--- config.mk ---
export PLATFORM = sky130hd
export DESIGN_NAME = f32exp_fma
export DESIGN_NICKNAME = d
export VERILOG_FILES = /design/src/hdl/f32exp_pkg.sv /design/src/hdl/f32exp_fma.sv
export SDC_FILE = /design/constraint.sdc
export NUM_CORES = 2
export LEC_CHECK = 0
export BUFFER_PORTS_ARGS = -buffer_cell sky130_fd_sc_hd__buf_2
export CAP_MARGIN = 20
export CORE_AREA = 2 2 405 407
export CTS_CLUSTER_DIAMETER = 30
export DETAILED_ROUTE_END_ITERATION = 10
export DIE_AREA = 0 0 407 409
export PLACE_DENSITY = 0.7
export SYNTH_ARGS = -nofsm -noshare
export SYNTH_HDL_FRONTEND = slang
export SYNTH_SLANG_ARGS = --single-unit
--- constraint.sdc ---
create_clock -name clock -period 8.9 [get_ports clock]
set_clock_uncertainty 0.1 [all_clocks]
set_input_delay 0.445 -clock clock [delete_from_list [all_inputs] [get_ports clock]]
set_output_delay 0.445 -clock clock [all_outputs]
set_load 0.1 [all_outputs]
--- src/hdl/f32exp_pkg.sv ---
package f32exp_pkg;

   // exponent arithmetic inside the fused multiply-add
   typedef logic signed [11:0] exp_type;

   localparam logic [31:0] SignBit     = 32'h8000_0000;
   localparam logic [31:0] MagicBias   = 32'h4B40_0000;
   localparam logic [31:0] NegMagic    = 32'hCB40_0000;
   localparam logic [31:0] Log2eX32    = 32'h4238_AA3B;
   localparam logic [31:0] NegLn2Hi    = 32'hBCB1_7218;
   localparam logic [31:0] NegLn2Lo    = 32'h2E82_E308;
   localparam logic [31:0] CoefC1      = 32'h3F80_007B;
   localparam logic [31:0] CoefC2      = 32'h3F00_0000;
   localparam logic [31:0] OneBits     = 32'h3F80_0000;
   localparam logic [31:0] NegZero     = 32'h8000_0000;
   localparam logic [31:0] PlusInf     = 32'h7F80_0000;
   localparam logic [31:0] MinExponent = 32'hC100_0000;
   localparam logic [31:0] MaxExponent = 32'h3F80_0000;
   localparam logic [31:0] QuietBit    = 32'h0040_0000;
   // sortable keys of the +inf and zero cutoffs
   localparam logic [31:0] InfKey      = 32'hC2B1_7217;
   localparam logic [31:0] ZeroKey     = 32'h3D30_0E4B;

   // 2^(k/32), k = 0..31
   function automatic logic [31:0] pow2_frac(input logic [4:0] k);
      logic [31:0] v;
      case (k)
         5'd0:  v = 32'h3F800000;  5'd1:  v = 32'h3F82CD87;
         5'd2:  v = 32'h3F85AAC3;  5'd3:  v = 32'h3F88980F;
         5'd4:  v = 32'h3F8B95C2;  5'd5:  v = 32'h3F8EA43A;
         5'd6:  v = 32'h3F91C3D3;  5'd7:  v = 32'h3F94F4F0;
         5'd8:  v = 32'h3F9837F0;  5'd9:  v = 32'h3F9B8D3A;
         5'd10: v = 32'h3F9EF532;  5'd11: v = 32'h3FA27043;
         5'd12: v = 32'h3FA5FED7;  5'd13: v = 32'h3FA9A15B;
         5'd14: v = 32'h3FAD583F;  5'd15: v = 32'h3FB123F6;
         5'd16: v = 32'h3FB504F3;  5'd17: v = 32'h3FB8FBAF;
         5'd18: v = 32'h3FBD08A4;  5'd19: v = 32'h3FC12C4D;
         5'd20: v = 32'h3FC5672A;  5'd21: v = 32'h3FC9B9BE;
         5'd22: v = 32'h3FCE248C;  5'd23: v = 32'h3FD2A81E;
         5'd24: v = 32'h3FD744FD;  5'd25: v = 32'h3FDBFBB8;
         5'd26: v = 32'h3FE0CCDF;  5'd27: v = 32'h3FE5B907;
         5'd28: v = 32'h3FEAC0C7;  5'd29: v = 32'h3FEFE4BA;
         5'd30: v = 32'h3FF5257D;  default: v = 32'h3FFA83B3;
      endcase
      return v;
   endfunction

   // index of the highest set bit (priority encoder)
   function automatic logic [5:0] msb64(input logic [63:0] v);
      logic [5:0] p;
      p = '0;
      for (int i = 0; i < 64; i++) begin
         if (v[i]) p = 6'(i);
      end
      return p;
   endfunction

endpackage

--- src/hdl/f32exp_fma.sv ---
// Binary32 fused multiply-add a*b + c, single rounding to nearest even,
// subnormals kept. Six register stages; y_bits is registered.
module f32exp_fma (
   input  logic        clock,
   input  logic        en,
   input  logic [31:0] a_bits,
   input  logic [31:0] b_bits,
   input  logic [31:0] c_bits,
   output logic [31:0] y_bits
);

   // stage 1: unpack and multiply
   logic [47:0]          mp_ff;
   f32exp_pkg::exp_type  ep_ff, ec_ff;
   logic [23:0]          mc_ff;
   logic                 sp_ff, sc_ff;
   logic [31:0]          c1_ff;

   logic [23:0]          ma, mb, mc;
   f32exp_pkg::exp_type  ea, eb, ec;

   always_comb begin
      ma = {(a_bits[30:23] != 8'd0), a_bits[22:0]};
      mb = {(b_bits[30:23] != 8'd0), b_bits[22:0]};
      mc = {(c_bits[30:23] != 8'd0), c_bits[22:0]};
      ea = $signed({4'b0, (a_bits[30:23] == 8'd0) ? 8'd1 : a_bits[30:23]}) - 12'sd150;
      eb = $signed({4'b0, (b_bits[30:23] == 8'd0) ? 8'd1 : b_bits[30:23]}) - 12'sd150;
      ec = $signed({4'b0, (c_bits[30:23] == 8'd0) ? 8'd1 : c_bits[30:23]}) - 12'sd150;
   end

   always_ff @(posedge clock) begin
      if (en) begin
         mp_ff <= ma * mb;
         ep_ff <= ea + eb;
         mc_ff <= mc;
         ec_ff <= ec;
         sp_ff <= a_bits[31] ^ b_bits[31];
         sc_ff <= c_bits[31];
         c1_ff <= c_bits;
      end
   end

   // stage 2: normalize both terms to bit 61, order by exponent
   logic [63:0]          big2_ff, sml2_ff;
   f32exp_pkg::exp_type  ebig2_ff, d2_ff;
   logic                 sbig2_ff, ssml2_ff, spec2_ff;
   logic [31:0]          sval2_ff;

   logic [5:0]           shm, shc;
   logic [63:0]          mpn, mcn;
   f32exp_pkg::exp_type  epn, ecn;
   logic [63:0]          big_in, sml_in;
   f32exp_pkg::exp_type  ebig_in, esml_in;
   logic                 sbig_in, ssml_in, spec_in;
   logic [31:0]          sval_in;

   always_comb begin
      shm = 6'd61 - f32exp_pkg::msb64({16'b0, mp_ff});
      shc = 6'd61 - f32exp_pkg::msb64({40'b0, mc_ff});
      mpn = {16'b0, mp_ff} << shm;
      mcn = {40'b0, mc_ff} << shc;
      epn = ep_ff - $signed({6'b0, shm});
      ecn = ec_ff - $signed({6'b0, shc});
      if (mc_ff == 24'd0 || epn >= ecn) begin
         big_in = mpn; ebig_in = epn; sbig_in = sp_ff;
         sml_in = (mc_ff == 24'd0) ? 64'd0 : mcn;
         esml_in = (mc_ff == 24'd0) ? epn : ecn;
         ssml_in = sc_ff;
      end else begin
         big_in = mcn; ebig_in = ecn; sbig_in = sc_ff;
         sml_in = mpn; esml_in = epn; ssml_in = sp_ff;
      end
      // zero product: result is c, or a signed zero
      spec_in = (mp_ff == 48'd0);
      if (mc_ff == 24'd0) begin
         sval_in = (sp_ff == sc_ff) ? {sp_ff, 31'b0} : 32'd0;
      end else begin
         sval_in = c1_ff;
      end
   end

   always_ff @(posedge clock) begin
      if (en) begin
         big2_ff  <= big_in;
         sml2_ff  <= sml_in;
         ebig2_ff <= ebig_in;
         d2_ff    <= ebig_in - esml_in;
         sbig2_ff <= sbig_in;
         ssml2_ff <= ssml_in;
         spec2_ff <= spec_in;
         sval2_ff <= sval_in;
      end
   end

   // stage 3: align the smaller term, keep a sticky bit
   logic [63:0]          big3_ff, sml3_ff;
   f32exp_pkg::exp_type  ebig3_ff;
   logic                 sbig3_ff, ssml3_ff, spec3_ff;
   logic [31:0]          sval3_ff;

   logic [63:0]          sml_al;
   logic [5:0]           dd;

   always_comb begin
      dd = d2_ff[5:0];
      if (d2_ff >= 12'sd63) begin
         sml_al = {63'b0, (sml2_ff != 64'd0)};
      end else begin
         sml_al = (sml2_ff >> dd)
                | {63'b0, ((sml2_ff & ~({64{1'b1}} << dd)) != 64'd0)};
      end
   end

   always_ff @(posedge clock) begin
      if (en) begin
         big3_ff  <= big2_ff;
         sml3_ff  <= sml_al;
         ebig3_ff <= ebig2_ff;
         sbig3_ff <= sbig2_ff;
         ssml3_ff <= ssml2_ff;
         spec3_ff <= spec2_ff;
         sval3_ff <= sval2_ff;
      end
   end

   // stage 4: add or subtract magnitudes
   logic [63:0]          r4_ff;
   f32exp_pkg::exp_type  e4_ff;
   logic                 s4_ff, spec4_ff;
   logic [31:0]          sval4_ff;

   logic [63:0]          r_in;
   logic                 s_in, zero_in;

   always_comb begin
      zero_in = 1'b0;
      if (sbig3_ff == ssml3_ff) begin
         r_in = big3_ff + sml3_ff;
         s_in = sbig3_ff;
      end else if (big3_ff > sml3_ff) begin
         r_in = big3_ff - sml3_ff;
         s_in = sbig3_ff;
      end else begin
         r_in = sml3_ff - big3_ff;
         s_in = ssml3_ff;
         zero_in = (sml3_ff == big3_ff);
      end
   end

   always_ff @(posedge clock) begin
      if (en) begin
         r4_ff    <= r_in;
         e4_ff    <= ebig3_ff;
         s4_ff    <= s_in;
         spec4_ff <= spec3_ff | zero_in;
         sval4_ff <= spec3_ff ? sval3_ff : 32'd0;
      end
   end

   // stage 5: find the leading one, shift to 24 bits or to the subnormal floor
   logic [23:0]          q5_ff;
   logic                 g5_ff, st5_ff, s5_ff, spec5_ff;
   f32exp_pkg::exp_type  e5_ff;
   logic [31:0]          sval5_ff;

   f32exp_pkg::exp_type  sh, lim, negsh;
   logic [127:0]         wide;
   logic [6:0]           rs;
   logic [23:0]          q_in;
   logic                 g_in, st_in;

   always_comb begin
      sh    = $signed({6'b0, f32exp_pkg::msb64(r4_ff)}) - 12'sd23;
      lim   = -12'sd149 - e4_ff;
      if (lim > sh) sh = lim;
      negsh = -sh;
      rs    = (sh > 12'sd127) ? 7'd127 : sh[6:0];
      wide  = {r4_ff, 64'b0} >> rs;
      if (sh <= 12'sd0) begin
         q_in  = r4_ff[23:0] << negsh[4:0];
         g_in  = 1'b0;
         st_in = 1'b0;
      end else begin
         q_in  = wide[87:64];
         g_in  = wide[63];
         st_in = (wide[62:0] != 63'd0);
      end
   end

   always_ff @(posedge clock) begin
      if (en) begin
         q5_ff    <= q_in;
         g5_ff    <= g_in;
         st5_ff   <= st_in;
         e5_ff    <= e4_ff + sh;
         s5_ff    <= s4_ff;
         spec5_ff <= spec4_ff;
         sval5_ff <= sval4_ff;
      end
   end

   // stage 6: round to nearest even and pack
   logic [24:0]          q2;
   logic [23:0]          qf;
   f32exp_pkg::exp_type  ef, bexp;
   logic [31:0]          packed_val;
   logic [31:0]          y_ff;

   always_comb begin
      q2 = {1'b0, q5_ff} + {24'b0, (g5_ff & (st5_ff | q5_ff[0]))};
      if (q2[24]) begin
         qf = q2[24:1];
         ef = e5_ff + 12'sd1;
      end else begin
         qf = q2[23:0];
         ef = e5_ff;
      end
      bexp = ef + 12'sd150;
      if (!qf[23]) begin
         packed_val = {s5_ff, 8'b0, qf[22:0]};
      end else if (bexp >= 12'sd255) begin
         packed_val = {s5_ff, f32exp_pkg::PlusInf[30:0]};
      end else begin
         packed_val = {s5_ff, bexp[7:0], qf[22:0]};
      end
   end

   always_ff @(posedge clock) begin
      if (en) begin
         y_ff <= spec5_ff ? sval5_ff : packed_val;
      end
   end

   assign y_bits = y_ff;

endmodule
; ---- Word-level counts from Yosys, hierarchy flattened
; Index checks and enable logic that the tools add are counted.
; W data, S select, Z words.
[word_totals]
ff_bits = 706
inputBits = 98
out_inout_bits = 32
elab_cells = 252
[classes]
add_sub_neg = 19
mul = 1
magnitude_cmp = 7
eq_ne = 3
shift = 6
muxes = 161
bitwise = 7
n_reduce_logical = 12
[ops]
columns = cell, n
row1 = $mux W6, 130
row2 = $mux W64, 5
row3 = $reduce_bool A64 Y1, 2
row4 = $shr A128 B7 Y88, 1
row5 = $sub A64 B64 Y64, 2
row6 = $mux W32, 3
row7 = $add A64 B64 Y64, 1
row8 = $and A64 B64 Y64, 1
row9 = $eq A64 B64 Y1, 1
row10 = $gt A64 B64 Y1, 1
row11 = $not A64 Y64, 1
row12 = $or A64 B1 Y64, 1
row13 = $shl A24 B6 Y64, 1
row14 = $shl A48 B6 Y64, 1
row15 = $shl A64 B6 Y64 const A, 1
row16 = $shr A64 B6 Y64, 1
row17 = $reduce_bool A63 Y1, 1
row18 = $mux W31, 2
row19 = $mux W12, 5
row20 = $logic_not A48 Y1, 1
row21 = $mul A24 B24 Y48, 1
row22 = $mux W24, 2
row23 = $sub A8 B8 Y9 const B, 3
row24 = $add A24 B1 Y25, 1
row25 = other kinds (28), 47

; ---- Longest topological paths before layout
[depth]
ltp_word = 70
ltp_mapped = 50
mapped_depth_nobuf = 43

; ---- Worst setup path after synthesis
; No wires, ideal clock.
[synth_path]
path_kind = register -> register
start = register mp_ff[5]
end = register d2_ff[11], data pin
setup_time_ps = 260
arrival_ps = 9075
required_time_ps = 8540
path_slack_ps = -535
path_stages_with_launch = 49
n_path_buf = 8
period_less_slack_ps = 9435
path_cell_list = edfxtp_1 -> o31ai_1 -> a211oi_1 -> o31ai_1 -> a211oi_1 -> o31ai_1 -> a211oi_1 -> o31ai_1 -> a31oi_1 -> o21ai_1 -> buf_2 -> buf_2 -> buf_2 -> ha_1 -> xor2_1 -> inv_1 -> buf_1 -> clkbuf_1 -> [13 not listed] -> nand2b_1 -> clkbuf_1 -> buf_1 -> a21oi_1 -> inv_1 -> ha_1 -> nor2b_1 -> o21ai_0 -> nand2b_1 -> a21o_1 -> a21o_1 -> a21o_1 -> a21o_1 -> a21o_1 -> a21o_1 -> a21o_1 -> a21oi_1 -> xor2_1
[synth_between]
elab_chain_len = 49
elab_cells_between_ends = 51
classes_between = 3 x add/sub / 1 x order compare / 46 x mux / 1 x reduce/logical
[synth_rtl]
columns = item, line
row1 = "start, declared", f32exp_fma.sv:13  ; logic [47:0] mp_ff;
row2 = "start signal, assigned", f32exp_fma.sv:33  ; mp_ff <= ma * mb;
row3 = $mux W6 (*) (43 in a row), f32exp_pkg.sv:53  ; if (v[i]) p = 6'(i);
row4 = $sub A6 B6 Y6 (*), f32exp_fma.sv:58  ; shm = 6'd61 - f32exp_pkg::msb64({16'b0, mp_ff});
row5 = $sub A12 B7 Y12 (*), f32exp_fma.sv:62  ; epn = ep_ff - $signed({6'b0, shm});
row6 = $ge A12 B12 Y1, f32exp_fma.sv:64  ; if (mc_ff == 24'd0 || epn >= ecn) begin
row7 = $logic_or A1 B1 Y1, f32exp_fma.sv:64
row8 = $mux W12 (*), f32exp_fma.sv:64
row9 = net ebig_in[0], f32exp_fma.sv:53  ; f32exp_pkg::exp_type ebig_in, esml_in;
row10 = $sub A12 B12 Y12 (*), f32exp_fma.sv:87  ; d2_ff <= ebig_in - esml_in;
row11 = "end signal, assigned", f32exp_fma.sv:87
row12 = "end, declared", f32exp_fma.sv:45  ; f32exp_pkg::exp_type ebig2_ff, d2_ff;
; The timed path passes the listed nets; every way through them passes the cells marked *.
; A chain may end at the register's enable or synchronous reset.

; ---- Worst setup path after layout
[layout_path]
start = register r4_ff[20]
end = register st5_ff, data pin
[layout_between]
elab_chain_len = 51
elab_cells_between_ends = 52
classes_between = 1 x add/sub / 3 x order compare / 1 x shift / 46 x mux / 1 x reduce/logical
[layout_rtl]
columns = item, line
row1 = "start, declared", f32exp_fma.sv:127  ; logic [63:0] r4_ff;
row2 = "start signal, assigned", f32exp_fma.sv:152  ; r4_ff <= r_in;
row3 = $mux W6 (44 in a row), f32exp_pkg.sv:53
row4 = $sub A6 B5 Y7, f32exp_fma.sv:173  ; sh = $signed({6'b0, f32exp_pkg::msb64(r4_ff)}) - 12'sd23;
row5 = $gt A12 B7 Y1, f32exp_fma.sv:175  ; if (lim > sh) sh = lim;
row6 = $mux W12, f32exp_fma.sv:175
row7 = $gt A12 B8 Y1, f32exp_fma.sv:177  ; rs = (sh > 12'sd127) ? 7'd127 : sh[6:0];
row8 = $mux W7, f32exp_fma.sv:177
row9 = $shr A128 B7 Y88, f32exp_fma.sv:178  ; wide = {r4_ff, 64'b0} >> rs;
row10 = $reduce_bool A63 Y1, f32exp_fma.sv:186  ; st_in = (wide[62:0] != 63'd0);
row11 = "end signal, assigned", f32exp_fma.sv:194  ; st5_ff <= st_in;
row12 = "end, declared", f32exp_fma.sv:162  ; logic g5_ff, st5_ff, s5_ff, spec5_ff;
; Parallel ways exist; a longest one is shown, timed or not.

==> flow_metrics.py <==
metrics = {
    "status": {
        "status": "finished, final reports clean",
    },
    "logic_synthesis": {
        "synth_ff_type": "edfxtp_1",
        "ys_types": 112,
        "synth-simple-area-share_pct": 15.63,
        "synth-compound-area-share_pct": 17.41,
        "syn_avg_cell_area_um2": 9.014,
        "synth_top_area_cell": "edfxtp_1",
        "synth_top_family_by_area": "adder cells",
        "yosysWarningCount": 0,
        "synthCells": 8047,
        "synth_xor_area_share_pct": 2.594,
        "ys_ff_latch": 677,
        "syn_area_um2": 72530,
        "synth.area.top_cells": "edfxtp_1 (28%), fa_1 (14%), ha_1 (7.6%)",
        "synth.most_common_cell": "nand2_1",
        "synth_edf_count": 677,
        "yosys-mux-area-fraction_pct": 8.356,
        "synth-adder-area-share_pct": 21.13,
        "ys_async_sr_fraction_pct": 0,
        "yosysSeqAreaShare_pct": 28.03,
        "synth_top_area_share_pct": 28.03,
        "yosys-top-cells-count": "nand2_1 (919), inv_1 (790), edfxtp_1 (677), nor2_1 (665), a21oi_1 (584)",
    },
    "placement": {
        "dp_cells": 10070,
        "gp_congestion": 1.020,
        "dp_hpwl_um": 197500,
        "port_buffers": 129,
    },
    "grt": {
        "grt_pass1_wl_um": 381700,
        "grt_pass1_vias": 61940,
        "grt_usage_pct": 29.84,
        "grt_max_degree": 175,
        "grt_remaining_overflow": 0,
        "antenna_found_initial": 6,
    },
    "die": {
        "dieHeight_um": 409,
        "core-area_um2": 162000,
        "rows": 148,
        "fp.dieArea_um2": 166500,
        "io_pins": 130,
        "die_w_um": 407,
        "start_util_pct": 44.76,
    },
    "routing": {
        "viasPerCell": 6.090,
        "drt_iter0_drc": 6518,
        "antenna_left": 0,
        "drc": 0,
        "vias": 62880,
        "wl_per_cell_um": 24.33,
        "dr.pass1.iters": 7,
        "finalWirelength_um": 251300,
    },
    "setup_path": {
        "arrival_ns": 8.76,
        "cp_slowest_cell": "a211oi_1",
        "worstPathMaxFanout": 20,
        "worst-setup-path-type": "flop to flop",
        "cp_num_buf_inv": 6,
        "cp_top_family": "compound AO/OA/AOI/OAI gates",
        "max_stage_delay_ns": 0.64,
        "start_kind": "flop",
        "worstPathRequired_ns": 9.24,
        "cp-end-kind": "flop",
    },
    "timing": {
        "hold_viol": 0,
        "max_freq_mhz": 118.8,
        "fin_crit_sh_pct": 94.59,
        "period_needed_ns": 8.419,
        "rsz0062_at_grt": "false",
        "setup_viol": 0,
        "fin_setup_tns_ns": 0,
        "final_max_slew_viol_count": 0,
        "worstMarginPinSlew_ns": 1.102,
        "slew_headroom_pct": 25.97,
    },
    "clock_network": {
        "cts_root_buffer": "clkbuf_16",
        "cts_inserted_buffers": 114,
        "cts.sinks": 677,
        "cts_tree": "yes",
        "clk_pin_slew_ns": 0.05,
        "clk_path_buf_depth": 3,
        "htree_levels": 3,
        "clock_latency_ns": 0.74,
    },
    "finish": {
        "syn_to_final_growth_pct": 10.54,
        "num-nets-final": 9075,
        "fin_cells": 10330,
        "drive_gt1_share_pct": 9.217,
    },
    "job": {
        "cap_violations": 0,
    },
    "min_path": {
        "hp-class": "input port to flop",
    },
}
-- tightest hold or removal path: stages --
cell and delay, ns:
buf_2 0.09, nand2b_1 0.11, ha_1 0.19
-- layout by cell type (no fill, tap or decap), types with 32 or more instances in the layout --
cell	instances
and2_1	255
and3_1	38
o22ai_1	56
dlygate4sd3_1	32
or3_1	33
mux2i_1	412
clkbuf_16	114
a31oi_1	91
fa_1	490
nand3_1	112
nor2b_1	53
a21oi_1	582
nand2b_1	57
nor3_1	129
a21o_1	109
a22oi_1	37
o211ai_1	95
o21ai_0	332
o21bai_1	80
o21a_1	37
ha_1	439
nor2_1	663
nand4_1	59
inv_1	789
o31ai_1	47
a211oi_1	130
xnor2_1	135
buf_4	194
mux4_2	62
nor4_1	68
nand2_1	917
buf_2	128
mux2_2	48
xor2_1	74
edfxtp_1	677
-- state kept, by name, indices dropped and copies added (netlist names), 24 cells and up --
name and flops:
q5_ff 24, mc_ff 24, big3_ff 64, sval5_ff 32, r4_ff 64, sval4_ff 32
big2_ff 64, sml2_ff 64, sml3_ff 64, sval2_ff 32, mp_ff 48, y_bits 32
sval3_ff 32
-- what timing repair did --
action                     CTS  global route
setup buffers                0             7
hold buffers                32             0
setup endpoints to repair    0             3
gates resized for setup      0             3
hold endpoints to repair    41             0
-- final timing paths --
| check | depth (start not counted) | slack, ns | to | start |
|---|---|---|---|---|
| hold / removal | 3 | 0.13 | ep_ff[0] | a_bits[23] |
| hold reg to reg | 0 | 0.27 | big3_ff[8] | big2_ff[8] |
| setup reg to reg | 30 | 0.48 | st5_ff | r4_ff[20] |
| setup / recovery | 30 | 0.48 | st5_ff | r4_ff[20] |
-- layer usage --
layer  wire, um  share of wire (%)  global-route usage (%)  vias up
li1           -                  -                       -    28380
met1      99950                 40                   38.58    30660
met2     116300                 46                   48.12     3172
met3      19320                7.7                   4.194      673
met4      15690                6.2                   16.41        4
met5         33              0.013                       0        -
-- cells by family after synthesis --
kind of cell,Yosys count
DFF,677
AOI/OAI and AO/OA,1942
muxes,522
adders and majority gates,931
buffers and inverters,1284
other,1
and+or+nand+nor,2476
xor gates and xnor gates,214
-- cell type report --
class	count	area (um^2)
well taps	2175	2721
clock inverters	99	1206
repair buffers	364	2608
multi-input cells	6090	47430
fillers	15130	81850
inverters	800	3005
diodes	2	5.005
clock buffers	118	2868
flip-flops and latches	677	20330
-- per-stage QoR --
stage               cell area (um^2)  hold slack [ns]  setup slack [ns]  util, %
finish                         80180           0.1331            0.4812    49.48
global route                   80170           0.1053           0.04461    49.48
CTS                            80090          0.07254            0.3455    49.43
detailed placement             75700           0.3045            0.3799    46.72
global placement               75670           0.3003            0.3765    46.70
floorplan                      72560           0.3003           0.03423        -
Power is left out: the tool's default activity adds up to more than one toggle a clock period on the data nets, which glitch-free logic cannot reach.
